$ cat config.mk
export PLATFORM = sky130hd
export DESIGN_NAME = lorenz_euler_integrator_top
export DESIGN_NICKNAME = d
export VERILOG_FILES = /design/src/lei_pkg.sv /design/src/lei_alu.sv /design/src/lei_seq.sv /design/src/lorenz_euler_integrator_top.sv
export SDC_FILE = /design/constraint.sdc
export NUM_CORES = 2
export LEC_CHECK = 0
export ABC_AREA = 1
export BUFFER_PORTS_ARGS = -buffer_cell sky130_fd_sc_hd__buf_4
export CORE_MARGIN = 8
export CORE_UTILIZATION = 35
export DETAILED_ROUTE_END_ITERATION = 7
export PLACE_DENSITY_LB_ADDON = 0.2
export SYNTH_ARGS = -nofsm -noshare
export SYNTH_HDL_FRONTEND = slang
export SYNTH_SLANG_ARGS = --single-unit
$ cat constraint.sdc
create_clock -name clk -period 11.4 [get_ports clk]
set_input_delay 0.57 -clock clk [delete_from_list [all_inputs] [get_ports clk]]
set_output_delay 0.57 -clock clk [all_outputs]
set_load 0.01 [all_outputs]
$ cat src/lei_pkg.sv
// ============================================================================
// lei_pkg
// Shared types, constants and the micro-program of the Lorenz Euler stepper.
// ============================================================================
`default_nettype none

package lei_pkg;

  localparam int FRAC_BITS = 20;
  localparam int DATA_W    = 32;
  localparam int UFRAC_W   = 20;
  localparam int COUNT_W   = 21;
  localparam int OPND_W    = DATA_W + 1;
  localparam int PROD_W    = 2 * OPND_W;
  localparam int NUM_UOPS  = 12;
  localparam int OP_W      = $clog2(NUM_UOPS);
  localparam int INDEX_W   = 3;

  localparam logic signed [DATA_W-1:0] POS_RESET = -32'sd1048576;
  localparam logic signed [OPND_W-1:0] ONE_Q     = OPND_W'(1) <<< FRAC_BITS;

  localparam logic signed [DATA_W-1:0]  SIGMA_RESET        = 32'sd10485760;
  localparam logic signed [DATA_W-1:0]  BETA_RESET         = 32'sd2726298;
  localparam logic signed [DATA_W-1:0]  RHO_RESET          = 32'sd52428800;
  localparam logic        [UFRAC_W-1:0] TIME_STEP_RESET    = 20'd5243;
  localparam logic        [UFRAC_W-1:0] OUTPUT_SCALE_RESET = 20'd41943;
  localparam logic        [COUNT_W-1:0] RUN_LENGTH_RESET   = 21'd70000;

  typedef enum logic [INDEX_W-1:0] {
    REG_SIGMA        = 3'd0,
    REG_BETA         = 3'd1,
    REG_RHO          = 3'd2,
    REG_TIME_STEP    = 3'd3,
    REG_OUTPUT_SCALE = 3'd4,
    REG_RUN_LENGTH   = 3'd5
  } reg_index_t;

  typedef struct packed {
    logic signed [DATA_W-1:0]  sigma;
    logic signed [DATA_W-1:0]  beta;
    logic signed [DATA_W-1:0]  rho;
    logic        [UFRAC_W-1:0] time_step;
    logic        [UFRAC_W-1:0] output_scale;
    logic        [COUNT_W-1:0] run_length;
  } cfg_t;

  typedef struct packed {
    logic signed [DATA_W-1:0] x;
    logic signed [DATA_W-1:0] y;
    logic signed [DATA_W-1:0] z;
    logic                     last;
  } res_t;

  typedef enum logic [3:0] {
    SRC_X     = 4'd0,
    SRC_Y     = 4'd1,
    SRC_Z     = 4'd2,
    SRC_ONE   = 4'd3,
    SRC_SIGMA = 4'd4,
    SRC_BETA  = 4'd5,
    SRC_RHO   = 4'd6,
    SRC_DT    = 4'd7,
    SRC_SCALE = 4'd8,
    SRC_T     = 4'd9,
    SRC_D0    = 4'd10,
    SRC_D1    = 4'd11,
    SRC_D2    = 4'd12
  } src_t;

  // pass: q; add: addend + q; sub_q: addend - q; sub_a: q - addend
  typedef enum logic [1:0] {
    MODE_PASS  = 2'd0,
    MODE_ADD   = 2'd1,
    MODE_SUB_Q = 2'd2,
    MODE_SUB_A = 2'd3
  } alu_mode_t;

  typedef enum logic [2:0] {
    DST_T  = 3'd0,
    DST_D0 = 3'd1,
    DST_D1 = 3'd2,
    DST_D2 = 3'd3,
    DST_X  = 3'd4,
    DST_Y  = 3'd5,
    DST_Z  = 3'd6
  } dst_t;

  typedef struct packed {
    src_t      src_a;
    src_t      src_b;
    src_t      src_add;
    alu_mode_t mode;
    dst_t      dst;
  } uop_t;

  // one euler step: differences, derivatives, new point, scaled output
  function automatic uop_t uop_rom(input logic [OP_W-1:0] idx);
    uop_t u;
    u = '{SRC_X, SRC_ONE, SRC_T, MODE_PASS, DST_T};
    unique case (idx)
      4'd0:    u = '{SRC_X,     SRC_ONE, SRC_Y,   MODE_SUB_Q, DST_T};
      4'd1:    u = '{SRC_SIGMA, SRC_T,   SRC_T,   MODE_PASS,  DST_D0};
      4'd2:    u = '{SRC_Z,     SRC_ONE, SRC_RHO, MODE_SUB_Q, DST_T};
      4'd3:    u = '{SRC_X,     SRC_T,   SRC_Y,   MODE_SUB_A, DST_D1};
      4'd4:    u = '{SRC_X,     SRC_Y,   SRC_T,   MODE_PASS,  DST_T};
      4'd5:    u = '{SRC_BETA,  SRC_Z,   SRC_T,   MODE_SUB_Q, DST_D2};
      4'd6:    u = '{SRC_DT,    SRC_D0,  SRC_X,   MODE_ADD,   DST_X};
      4'd7:    u = '{SRC_DT,    SRC_D1,  SRC_Y,   MODE_ADD,   DST_Y};
      4'd8:    u = '{SRC_DT,    SRC_D2,  SRC_Z,   MODE_ADD,   DST_Z};
      4'd9:    u = '{SRC_SCALE, SRC_X,   SRC_T,   MODE_PASS,  DST_D0};
      4'd10:   u = '{SRC_SCALE, SRC_Y,   SRC_T,   MODE_PASS,  DST_D1};
      4'd11:   u = '{SRC_SCALE, SRC_Z,   SRC_T,   MODE_PASS,  DST_D2};
      default: u = '{SRC_X,     SRC_ONE, SRC_T,   MODE_PASS,  DST_T};
    endcase
    return u;
  endfunction

endpackage

`default_nettype wire

$ cat src/lei_alu.sv
// ============================================================================
// lei_alu
// Shared multiply unit: registered product, floor shift, saturate, add.
// ============================================================================
`default_nettype none

module lei_alu (
  input  wire                                clk,
  input  wire                                load,
  input  wire logic signed [lei_pkg::OPND_W-1:0] op_a,
  input  wire logic signed [lei_pkg::OPND_W-1:0] op_b,
  input  wire lei_pkg::alu_mode_t            mode,
  input  wire logic signed [lei_pkg::DATA_W-1:0] addend,
  output logic signed [lei_pkg::DATA_W-1:0]  result
);
  import lei_pkg::*;

  localparam int SUM_W = DATA_W + 2;

  logic signed [PROD_W-1:0] prod;
  logic signed [PROD_W-1:0] shifted;
  logic signed [DATA_W-1:0] q;
  logic signed [SUM_W-1:0]  q_ext;
  logic signed [SUM_W-1:0]  a_ext;
  logic signed [SUM_W-1:0]  sum;

  localparam logic signed [DATA_W-1:0] S_MAX = {1'b0, {(DATA_W-1){1'b1}}};
  localparam logic signed [DATA_W-1:0] S_MIN = {1'b1, {(DATA_W-1){1'b0}}};

  // operands widened first so the full product is kept
  always_ff @(posedge clk) begin
    if (load) begin
      prod <= PROD_W'(op_a) * PROD_W'(op_b);
    end
  end

  // arithmetic shift gives rounding toward minus infinity
  always_comb begin
    shifted = prod >>> FRAC_BITS;
    if (shifted > PROD_W'(S_MAX)) begin
      q = S_MAX;
    end else if (shifted < PROD_W'(S_MIN)) begin
      q = S_MIN;
    end else begin
      q = shifted[DATA_W-1:0];
    end
  end

  always_comb begin
    q_ext = SUM_W'(q);
    a_ext = SUM_W'(addend);
    unique case (mode)
      MODE_PASS:  sum = q_ext;
      MODE_ADD:   sum = a_ext + q_ext;
      MODE_SUB_Q: sum = a_ext - q_ext;
      MODE_SUB_A: sum = q_ext - a_ext;
      default:    sum = q_ext;
    endcase
    if ((sum[SUM_W-1:DATA_W-1] != '0) && (sum[SUM_W-1:DATA_W-1] != '1)) begin
      result = sum[SUM_W-1] ? S_MIN : S_MAX;
    end else begin
      result = sum[DATA_W-1:0];
    end
  end

endmodule

`default_nettype wire

$ cat src/lei_seq.sv
// ============================================================================
// lei_seq
// Sequencer and state registers: runs the micro-program through the alu.
// ============================================================================
`default_nettype none

module lei_seq (
  input  wire                 clk,
  input  wire                 rst,
  input  wire                 start,
  input  wire                 out_free,
  input  wire lei_pkg::cfg_t  cfg,
  output logic                idle,
  output logic                res_valid,
  output lei_pkg::res_t       res
);
  import lei_pkg::*;

  typedef enum logic [3:0] {
    ST_IDLE  = 4'b0001,
    ST_ISSUE = 4'b0010,
    ST_WRITE = 4'b0100,
    ST_DONE  = 4'b1000
  } state_t;

  state_t state;
  state_t state_next;
  logic [OP_W-1:0] op;
  uop_t uop;

  logic signed [DATA_W-1:0] pos_x, pos_y, pos_z;
  logic signed [DATA_W-1:0] t_reg, d0, d1, d2;
  logic [COUNT_W-1:0] step_count;

  logic signed [OPND_W-1:0] op_a, op_b, add_full;
  logic signed [DATA_W-1:0] alu_result;
  logic last;

  function automatic logic signed [OPND_W-1:0] sel(
    input src_t s,
    input logic signed [DATA_W-1:0] x, y, z, t, e0, e1, e2,
    input cfg_t c
  );
    logic signed [OPND_W-1:0] v;
    unique case (s)
      SRC_X:     v = OPND_W'(x);
      SRC_Y:     v = OPND_W'(y);
      SRC_Z:     v = OPND_W'(z);
      SRC_ONE:   v = ONE_Q;
      SRC_SIGMA: v = OPND_W'(c.sigma);
      SRC_BETA:  v = OPND_W'(c.beta);
      SRC_RHO:   v = OPND_W'(c.rho);
      SRC_DT:    v = OPND_W'({1'b0, c.time_step});
      SRC_SCALE: v = OPND_W'({1'b0, c.output_scale});
      SRC_T:     v = OPND_W'(t);
      SRC_D0:    v = OPND_W'(e0);
      SRC_D1:    v = OPND_W'(e1);
      SRC_D2:    v = OPND_W'(e2);
      default:   v = '0;
    endcase
    return v;
  endfunction

  assign uop      = uop_rom(op);
  assign op_a     = sel(uop.src_a, pos_x, pos_y, pos_z, t_reg, d0, d1, d2, cfg);
  assign op_b     = sel(uop.src_b, pos_x, pos_y, pos_z, t_reg, d0, d1, d2, cfg);
  assign add_full = sel(uop.src_add, pos_x, pos_y, pos_z, t_reg, d0, d1, d2, cfg);

  lei_alu u_alu (
    .clk    (clk),
    .load   (state == ST_ISSUE),
    .op_a   (op_a),
    .op_b   (op_b),
    .mode   (uop.mode),
    .addend (add_full[DATA_W-1:0]),
    .result (alu_result)
  );

  // zero run length compares as one, so every step ends a run
  assign last = ({1'b0, step_count} + (COUNT_W+1)'(1)) >= {1'b0, cfg.run_length};

  assign idle      = (state == ST_IDLE);
  assign res_valid = (state == ST_DONE) && out_free;
  assign res       = '{x: d0, y: d1, z: d2, last: last};

  always_comb begin
    state_next = state;
    unique case (state)
      ST_IDLE:  if (start) state_next = ST_ISSUE;
      ST_ISSUE: state_next = ST_WRITE;
      ST_WRITE: begin
        if (op == OP_W'(NUM_UOPS - 1)) state_next = ST_DONE;
        else state_next = ST_ISSUE;
      end
      ST_DONE:  if (out_free) state_next = ST_IDLE;
      default:  state_next = ST_IDLE;
    endcase
  end

  always_ff @(posedge clk) begin
    if (rst) begin
      state      <= ST_IDLE;
      op         <= '0;
      pos_x      <= POS_RESET;
      pos_y      <= POS_RESET;
      pos_z      <= POS_RESET;
      step_count <= '0;
    end else begin
      state <= state_next;
      if (state == ST_IDLE) begin
        op <= '0;
      end else if ((state == ST_WRITE) && (op != OP_W'(NUM_UOPS - 1))) begin
        op <= op + OP_W'(1);
      end
      if (state == ST_WRITE) begin
        unique case (uop.dst)
          DST_X:   pos_x <= alu_result;
          DST_Y:   pos_y <= alu_result;
          DST_Z:   pos_z <= alu_result;
          default: ;
        endcase
      end
      if (res_valid) begin
        if (last) begin
          pos_x      <= POS_RESET;
          pos_y      <= POS_RESET;
          pos_z      <= POS_RESET;
          step_count <= '0;
        end else begin
          step_count <= step_count + COUNT_W'(1);
        end
      end
    end
  end

  // scratch registers
  always_ff @(posedge clk) begin
    if (state == ST_WRITE) begin
      unique case (uop.dst)
        DST_T:   t_reg <= alu_result;
        DST_D0:  d0    <= alu_result;
        DST_D1:  d1    <= alu_result;
        DST_D2:  d2    <= alu_result;
        default: ;
      endcase
    end
  end

endmodule

`default_nettype wire

$ cat src/lorenz_euler_integrator_top.sv
// ============================================================================
// lorenz_euler_integrator_top
// Fixed-point Lorenz system stepper, one explicit Euler step per tick item with tick high.
// ============================================================================
// Each accepted tick item with tick high advances the point (x, y, z) by one
// Euler step of the Lorenz equations in signed Q12.20 and returns the new
// point times output_scale, with last_of_run set on the final step of a run;
// after that step the point restarts at (-1, -1, -1). A tick item with tick
// low is taken and produces no result. All twelve multiplications of a step
// (including the differences, which go through the unit as a product by one)
// run on one shared 33x33 multiplier with a registered product, each passing
// through an issue state and a write-back state, so after acceptance a step
// holds in_stall high through all its micro-ops and the hand-off state, longer
// if the output register is still waiting on out_stall. The result sits in an
// output register, so the next tick can be accepted while it waits.
// Configuration writes are always ready and should only be issued while idle.
// ============================================================================
`default_nettype none

module lorenz_euler_integrator_top (
  input  wire                               clk,
  input  wire                               rst,
  // tick item channel
  input  wire                               in_valid,
  output logic                              in_stall,
  input  wire                               tick,
  // result item channel
  output logic                              out_valid,
  input  wire                               out_stall,
  output logic signed [lei_pkg::DATA_W-1:0] x_out,
  output logic signed [lei_pkg::DATA_W-1:0] y_out,
  output logic signed [lei_pkg::DATA_W-1:0] z_out,
  output logic                              last_of_run,
  // configuration write channel
  input  wire                               cfg_valid,
  output logic                              cfg_ready,
  input  wire  [lei_pkg::INDEX_W-1:0]       cfg_index,
  input  wire  [lei_pkg::DATA_W-1:0]        cfg_data
);
  import lei_pkg::*;

  cfg_t cfg;
  res_t res;
  logic idle;
  logic res_valid;
  logic out_free;
  logic start;

  // register file, writes outside the list are dropped
  assign cfg_ready = 1'b1;

  always_ff @(posedge clk) begin
    if (rst) begin
      cfg.sigma        <= SIGMA_RESET;
      cfg.beta         <= BETA_RESET;
      cfg.rho          <= RHO_RESET;
      cfg.time_step    <= TIME_STEP_RESET;
      cfg.output_scale <= OUTPUT_SCALE_RESET;
      cfg.run_length   <= RUN_LENGTH_RESET;
    end else if (cfg_valid && cfg_ready) begin
      unique case (cfg_index)
        REG_SIGMA:        cfg.sigma        <= cfg_data;
        REG_BETA:         cfg.beta         <= cfg_data;
        REG_RHO:          cfg.rho          <= cfg_data;
        REG_TIME_STEP:    cfg.time_step    <= cfg_data[UFRAC_W-1:0];
        REG_OUTPUT_SCALE: cfg.output_scale <= cfg_data[UFRAC_W-1:0];
        REG_RUN_LENGTH:   cfg.run_length   <= cfg_data[COUNT_W-1:0];
        default:          ;
      endcase
    end
  end

  // tick items are taken only when the sequencer is idle
  assign in_stall = !idle;
  assign start    = in_valid && !in_stall && tick;

  // output register frees up in the same cycle it is taken
  assign out_free = !out_valid || !out_stall;

  lei_seq u_seq (
    .clk       (clk),
    .rst       (rst),
    .start     (start),
    .out_free  (out_free),
    .cfg       (cfg),
    .idle      (idle),
    .res_valid (res_valid),
    .res       (res)
  );

  always_ff @(posedge clk) begin
    if (rst) begin
      out_valid <= 1'b0;
    end else if (res_valid) begin
      out_valid <= 1'b1;
    end else if (!out_stall) begin
      out_valid <= 1'b0;
    end
  end

  // result payload
  always_ff @(posedge clk) begin
    if (res_valid) begin
      x_out       <= res.x;
      y_out       <= res.y;
      z_out       <= res.z;
      last_of_run <= res.last;
    end
  end

endmodule

`default_nettype wire

Word level (Yosys, flattened, before mapping). Memory sizes are Yosys's and may differ from the RTL's. A register that Yosys moved wholly into a read port is not among the register bits. Cells that the tools add are included.

$mul: 1. Equality and inequality tests: 60. Multiplexer cells: 29. Add/sub/neg operators: 6. $lt $le $gt $ge: 3. Reductions and logical operators: 28.

Operators by type and width (number): $pmux W33 S13 (2); $mux W32 (16); $pmux W32 S13 (1); $pmux W34 S4 (1); $eq A4 B4 Y1 const B (17); $mul A33 B33 Y66 (1); $sub A32 B32 Y33 (2); $eq A4 B3 Y1 const B (13); $gt A46 B32 Y1 const B (1); $lt A46 B32 Y1 const B (1); $add A32 B32 Y33 (1); $eq A4 B2 Y1 const B (7); $add A21 B1 Y22 const B (1); $ge A22 B21 Y1 (1); $reduce_and A2 Y1 (11); $add A21 B1 Y21 const B (1); $mux W21 (1); $mux W4 (5); $eq A4 B1 Y1 const B (4); $pmux W4 S4 (1); $eq A3 B3 Y1 const B (5); $eq A3 B2 Y1 const B (4); $logic_not A4 Y1 (3); $eq A3 B1 Y1 const B (2); 14 further kinds (25).

Output and inout port bits: 100. Flip-flop bits (word level): 574. Memories kept: 1. Input port bits: 41. ROM bits: 272.

Memories: (no name shown) (depth 16, bits a word 17, read ports 1, clocked after Yosys merged registers in 1, wr ports 0, line lei_pkg.sv:100) `unique case (idx)`.

Depth between registers and ports, before layout.
Word-level depth: 12. Depth in mapped cells: 40. Gate-level depth less buffers: 39.

Hierarchy. A second synthesis with hierarchy kept.

Cells, all modules: 9754. Area, all modules: 74644.1 um^2.

By module, submodules not included: lei_alu (area each 48471.5 um^2, cells an instance 6483, instances 1, sequential area each 1381.3 um^2); lei_seq (area each 17135.2 um^2, cells an instance 2304, instances 1, sequential area each 6686.4 um^2); lorenz_euler_integrator_top (area each 9037.4 um^2, cells an instance 967, instances 1, sequential area each 6075.8 um^2).

Worst setup path before layout. Ideal clock, no wire load.

Path type: register to register. Start: register u_seq.uop[15] (netlist name). End: register u_seq.u_alu.prod[63], data pin. Buffers on the path: 2. Setup slack: 2796 ps. Stages on the path, launching flop included: 30. Data required time: 11141 ps. Clock period less this slack: 8604 ps. Setup time: 259 ps. Data arrival time: 8345 ps. Cells stage by stage: dfxtp_1 inv_1 nor2_1 nand2_1 inv_1 buf_1 a21oi_1 nand3_1 clkbuf_1 nand2_1 fa_1 fa_1 inv_1 fa_1 fa_1 fa_1 fa_1 fa_1 inv_1 fa_1 inv_1 ha_1 a21oi_1 o21a_1 inv_1 a21oi_1 nor2_1 a2111oi_0 nand2_1 xor2_1.

Longest elaborated chain between the ends: 3. Elaborated cells on any way between the ends: 15. Classes of those cells: mul (1); eq/ne (12); mux (1); reduce/logical (1).

Ends and longest elaborated chain: $eq A4 B4 Y1 (tied with other cells) (line lei_seq.sv:45) `unique case (s)`; $pmux W33 S13 (*) (line lei_seq.sv:45); $mul A33 B33 Y66 (*) (line lei_alu.sv:33) `prod <= PROD_W'(op_a) * PROD_W'(op_b);`; end signal, assigned (line lei_alu.sv:33); end, declared (line lei_alu.sv:20) `logic signed [PROD_W-1:0] prod;`.

Mark *: on every way between the ends. The rest lies on a longest branch, timed or not. A chain may end at the register's enable or synchronous reset.

Worst setup path after layout.
Start: register u_seq.uop[16] (netlist name). End: register u_seq.u_alu.prod[64], data pin.

Longest elaborated chain between the ends: 3. Elaborated cells on any way between the ends: 15. Classes of those cells: mul (1); eq/ne (12); mux (1); reduce/logical (1).

Ends and longest elaborated chain (line): $eq A4 B4 Y1 (tied with other cells) (lei_seq.sv:45); $pmux W33 S13 (*) (lei_seq.sv:45); $mul A33 B33 Y66 (*) (lei_alu.sv:33).

Marks and branches as above.

==> impl_results.html <==
<table>
<tr><th>Metric</th><th>Value</th></tr>
<tr><th colspan="2">Critical path</th></tr>
<tr><td>Most common cell type on the critical path</td><td>sky130_fd_sc_hd__fa_1</td></tr>
<tr><td>Slowest Stage Delay on Critical Path</td><td>0.63 ns</td></tr>
<tr><td>Critical setup path kind</td><td>reg -&gt; reg</td></tr>
<tr><td>Gate family responsible for the most delay along the worst path</td><td>adder cells</td></tr>
<tr><td>Required time reported for the critical path endpoint</td><td>11.77 ns</td></tr>
<tr><td>Cell with the largest stage delay on the worst path</td><td>sky130_fd_sc_hd__fa_1</td></tr>
<tr><td>Number of buffers and inverters on the critical path</td><td>7</td></tr>
<tr><td>WP data arrival</td><td>10.58 ns</td></tr>
<tr><td>Critical path fanouts, max</td><td>16</td></tr>
<tr><td>Critical Path Sink Type</td><td>flop</td></tr>
<tr><td>Worst setup path startpoint</td><td>u_seq.uop[16]</td></tr>
<tr><td>Type of origin of the critical path</td><td>flop</td></tr>
<tr><td>Reg-to-Reg Start</td><td>u_seq.uop[16]</td></tr>
<tr><th colspan="2">Pwr</th></tr>
<tr><td>Total power density per cell area</td><td>79.1 mW/mm^2</td></tr>
<tr><td>Static Leakage</td><td>40.8 nW</td></tr>
<tr><td>Peak supply drop</td><td>0.0000976 V</td></tr>
<tr><th colspan="2">Logic synthesis</th></tr>
<tr><td>Share of the synthesized area in the top cell type</td><td>31.4%</td></tr>
<tr><td>Most used flip-flop cell after synthesis</td><td>sky130_fd_sc_hd__dfxtp_1</td></tr>
<tr><td>Synth Cell Area</td><td>0.0718 mm^2</td></tr>
<tr><td>Unique cell type count in the Yosys netlist</td><td>58</td></tr>
<tr><td>Number of synthesized flops with an enable pin</td><td>271</td></tr>
<tr><td>Synth area leader</td><td>sky130_fd_sc_hd__fa_1</td></tr>
<tr><td>Flip-flop and latch count after synthesis</td><td>571</td></tr>
<tr><td>Average footprint of a synthesized cell</td><td>7.78 um^2</td></tr>
<tr><td>Nets in the synthesized netlist</td><td>10700</td></tr>
<tr><td>Number of cells produced by synthesis</td><td>9230</td></tr>
<tr><td>Share of flip-flops with an asynchronous set or reset</td><td>0%</td></tr>
<tr><td>Seq/Total Area, Yosys</td><td>19.7%</td></tr>
<tr><td>Main area contributors after synthesis</td><td>sky130_fd_sc_hd__fa_1 31%, sky130_fd_sc_hd__inv_1 12%, sky130_fd_sc_hd__edfxtp_1 11%, sky130_fd_sc_hd__nand2_1 11%, sky130_fd_sc_hd__dfxtp_1 8.4%</td></tr>
<tr><td>Yosys synthesis warning count</td><td>0</td></tr>
<tr><th colspan="2">Min path</th></tr>
<tr><td>Start point of the worst min-delay path</td><td>cfg_data[23]</td></tr>
<tr><td>Type of the worst min-delay path</td><td>in -&gt; reg</td></tr>
<tr><th colspan="2">Clock network</th></tr>
<tr><td>Clock Root Buffer</td><td>sky130_fd_sc_hd__clkbuf_16</td></tr>
<tr><td>Number of buffers added by the clock tree synthesis step</td><td>68</td></tr>
<tr><td>Post-CTS Setup Bufs</td><td>0</td></tr>
<tr><td>CTS tree</td><td>yes</td></tr>
<tr><td>Clock-pin slew of the registers on the worst-case setup and hold paths</td><td>0.06 ns</td></tr>
<tr><td>Worst-case clock buffer depth</td><td>3</td></tr>
<tr><td>Number of H-tree levels</td><td>3</td></tr>
<tr><td>Hold_buf cts</td><td>0</td></tr>
<tr><td>Number of sinks driven by the clock tree</td><td>571</td></tr>
<tr><td>Cts repair resizes</td><td>0</td></tr>
<tr><td>Skew-Pair Late Insertion Delay</td><td>0.65 ns</td></tr>
<tr><th colspan="2">STA</th></tr>
<tr><td>Max-slew violation total from the final report</td><td>0</td></tr>
<tr><td>Ratio of final minimum period to clock period</td><td>89.6%</td></tr>
<tr><td>Final number of hold-violating endpoints</td><td>0</td></tr>
<tr><td>Min cycle time layout</td><td>10.21 ns</td></tr>
<tr><td>Achievable clock frequency</td><td>0.0979 GHz</td></tr>
<tr><td>Total negative setup slack</td><td>0 ns</td></tr>
<tr><td>Final setup skew</td><td>0.0354 ns</td></tr>
<tr><td>Worst hold slack</td><td>0.198 ns</td></tr>
<tr><td>Transition time of the tightest slew-check pin</td><td>1.32 ns</td></tr>
<tr><td>Number of endpoints failing setup at the final stage</td><td>0</td></tr>
<tr><td>RSZ-0062 raised after global routing</td><td>false</td></tr>
<tr><td>Worst relative slew slack</td><td>11.5%</td></tr>
<tr><th colspan="2">Cells and area</th></tr>
<tr><td>Non-filler instance count after layout</td><td>12000</td></tr>
<tr><td>Fin nets</td><td>10700</td></tr>
<tr><td>Area occupied by registers</td><td>0.0141 mm^2</td></tr>
<tr><td>Most common library cell in the layout ignoring fill and taps</td><td>sky130_fd_sc_hd__inv_1</td></tr>
<tr><td>Layout overhead on the synthesized area</td><td>10.0%</td></tr>
<tr><td>Most frequent cells in the layout</td><td>2253 x sky130_fd_sc_hd__inv_1, 2095 x sky130_fd_sc_hd__nand2_1, 1124 x sky130_fd_sc_hd__fa_1</td></tr>
<tr><td>Largest register FFs</td><td>157</td></tr>
<tr><td>Area of the multi-input gates</td><td>0.0479 mm^2</td></tr>
<tr><td>Register bank with the most flops</td><td>cfg</td></tr>
<tr><td>Share of layout cells above drive strength 1</td><td>6.32%</td></tr>
<tr><td>Largest regs</td><td>cfg x157, u_seq.u_alu.prod x46</td></tr>
<tr><td>Filler cell count</td><td>21200</td></tr>
<tr><td>Final standard cell utilization of the core</td><td>38.7%</td></tr>
<tr><th colspan="2">GRT</th></tr>
<tr><td>Via count of the first global-routing pass</td><td>66700</td></tr>
<tr><td>GR Util All Layers</td><td>26.4%</td></tr>
<tr><td>Wire length of the first global-routing pass</td><td>436 mm</td></tr>
<tr><td>Residual overflow from global routing</td><td>0</td></tr>
<tr><td>Maximum number of pins on one net before global-route repair</td><td>94</td></tr>
<tr><td>Number of antenna violations at the first check in global routing</td><td>5</td></tr>
<tr><th colspan="2">Route</th></tr>
<tr><td>Average wire length per cell after detail routing</td><td>24.5 um</td></tr>
<tr><td>Number of violations reported at the end of detailed-routing iteration 0</td><td>6235</td></tr>
<tr><td>Vias per cell</td><td>5.33</td></tr>
<tr><td>Drt pass-1 iters</td><td>8</td></tr>
<tr><td>Vias</td><td>64000</td></tr>
<tr><td>Detailed-route wire length</td><td>293 mm</td></tr>
<tr><td>Remaining design rule violation count</td><td>0</td></tr>
<tr><td>Number of antenna-violating nets in the routed design</td><td>0</td></tr>
<tr><th colspan="2">Floorplan</th></tr>
<tr><td>Area of the placeable core</td><td>0.204 mm^2</td></tr>
<tr><td>Die area</td><td>0.220 mm^2</td></tr>
<tr><td>Initial core utilization</td><td>35.2%</td></tr>
<tr><td>Horizontal die dimension</td><td>469 um</td></tr>
<tr><td>Count of pins on the block boundary</td><td>141</td></tr>
<tr><td>Standard-cell rows</td><td>166</td></tr>
<tr><td>Die outline height</td><td>469 um</td></tr>
<tr><th colspan="2">Placed design</th></tr>
<tr><td>RePlAce Congestion</td><td>0.988</td></tr>
<tr><td>Total placed cells including tap cells</td><td>11900</td></tr>
<tr><td>Count of buffers from port buffering</td><td>139</td></tr>
<tr><td>Placed wire-length estimate after detailed placement</td><td>224 mm</td></tr>
<tr><th colspan="2">Run</th></tr>
<tr><td>Number of max-cap violations</td><td>0</td></tr>
<tr><th colspan="2">Status</th></tr>
<tr><td>Outcome</td><td>complete, no violations</td></tr>
</table>
[final timing paths]
kind                           to  slack [ns]  cells past startpoint
max          u_seq.u_alu.prod[64]        1.19                     30
max reg2reg  u_seq.u_alu.prod[64]        1.19                     30
min reg2reg              x_out[8]        0.45                      0
min                      cfg[148]        0.20                      3
[worst reg2reg max path, delay by kind of cell (launching register included)]
family | cells | cell delay, ns
AOI/OAI and AO/OA | 3 | 0.66
adders and majority gates | 9 | 4.63
DFF | 1 | 0.39
and+or+nand+nor | 11 | 2.76
buffers and inverters | 7 | 1.52
[final cells by class]
type	count	area share, %
multi-input cells	5985	60.7
flip-flops and latches	571	17.9
inverters	2275	10.8
well taps	2688	4.26
repair buffers	347	3.49
clock buffers	90	2.34
clock inverters	35	0.480
diodes	3	0.00951
[routing by layer]
| layer | up-vias | global-route usage [%] | wire, um |
|---|---|---|---|
| li1 | 28200 | - | - |
| met1 | 32000 | 34.2 | 120000 |
| met2 | 2982 | 42.9 | 133000 |
| met3 | 768 | 4.37 | 23400 |
| met4 | 0 | 13.3 | 17800 |
| met5 | - | 0 | 0 |
[synthesized netlist by cell type, types with 8 or more instances]
master and count:
sky130_fd_sc_hd__inv_2 8, sky130_fd_sc_hd__nand2_1 2099, sky130_fd_sc_hd__nand2_2 20, sky130_fd_sc_hd__xor2_1 72
sky130_fd_sc_hd__o21ai_0 311, sky130_fd_sc_hd__o21bai_1 14, sky130_fd_sc_hd__a221oi_1 112, sky130_fd_sc_hd__a211oi_1 8
sky130_fd_sc_hd__inv_1 2260, sky130_fd_sc_hd__buf_1 19, sky130_fd_sc_hd__a21o_1 11, sky130_fd_sc_hd__nor4_1 26
sky130_fd_sc_hd__edfxtp_1 271, sky130_fd_sc_hd__ha_1 306, sky130_fd_sc_hd__xnor2_1 31, sky130_fd_sc_hd__o211ai_1 50
sky130_fd_sc_hd__or2_2 25, sky130_fd_sc_hd__o21a_1 20, sky130_fd_sc_hd__a31oi_1 33, sky130_fd_sc_hd__nand4_1 14
sky130_fd_sc_hd__nor3_1 61, sky130_fd_sc_hd__a32o_1 13, sky130_fd_sc_hd__o21ai_1 9, sky130_fd_sc_hd__a21oi_1 405
sky130_fd_sc_hd__dfxtp_1 300, sky130_fd_sc_hd__o22ai_1 205, sky130_fd_sc_hd__buf_2 31, sky130_fd_sc_hd__nand3_1 386
sky130_fd_sc_hd__clkbuf_1 342, sky130_fd_sc_hd__nor2_1 572, sky130_fd_sc_hd__fa_1 1124
[power by group]
group	internal, W	leakage [nW]	switching, W	total [W]
registers	0.00224	4.85	0.0000241	0.00227
logic	0.000503	34.9	0.00125	0.00175
clock network	0.00125	1.07	0.000974	0.00223
[per-stage QoR]
| stage | worst slack, ns | total power, W | area (um^2) |
|---|---|---|---|
| 4_1_cts | 1.22 | 0.00626 | 78900 |
| 6_report | 1.19 | 0.00624 | 78900 |
| 5_1_grt | 0.775 | 0.00653 | 78900 |
| 3_5_place_dp | 1.28 | 0.00404 | 76700 |
| 2_1_floorplan | 2.80 | 0.00342 | 71800 |
| 3_3_place_gp | 1.24 | 0.00406 | 76700 |
[cell families (layout without fill, tap and decap cells)]
logic type                 after synthesis  after routing  synth area share, %
and+or+nand+nor                       3224           3224                 18.1
other                                    1              4              0.00523
DFF                                    571            571                 19.7
buffers and inverters                 2674           2747                 14.1
adders and majority gates             1430           1430                 36.7
muxes                                    1              1               0.0139
xor gates and xnor gates               103            103                 1.26
AOI/OAI and AO/OA                     1226           1226                 10.2
Power figures use the tool's default switching activity.
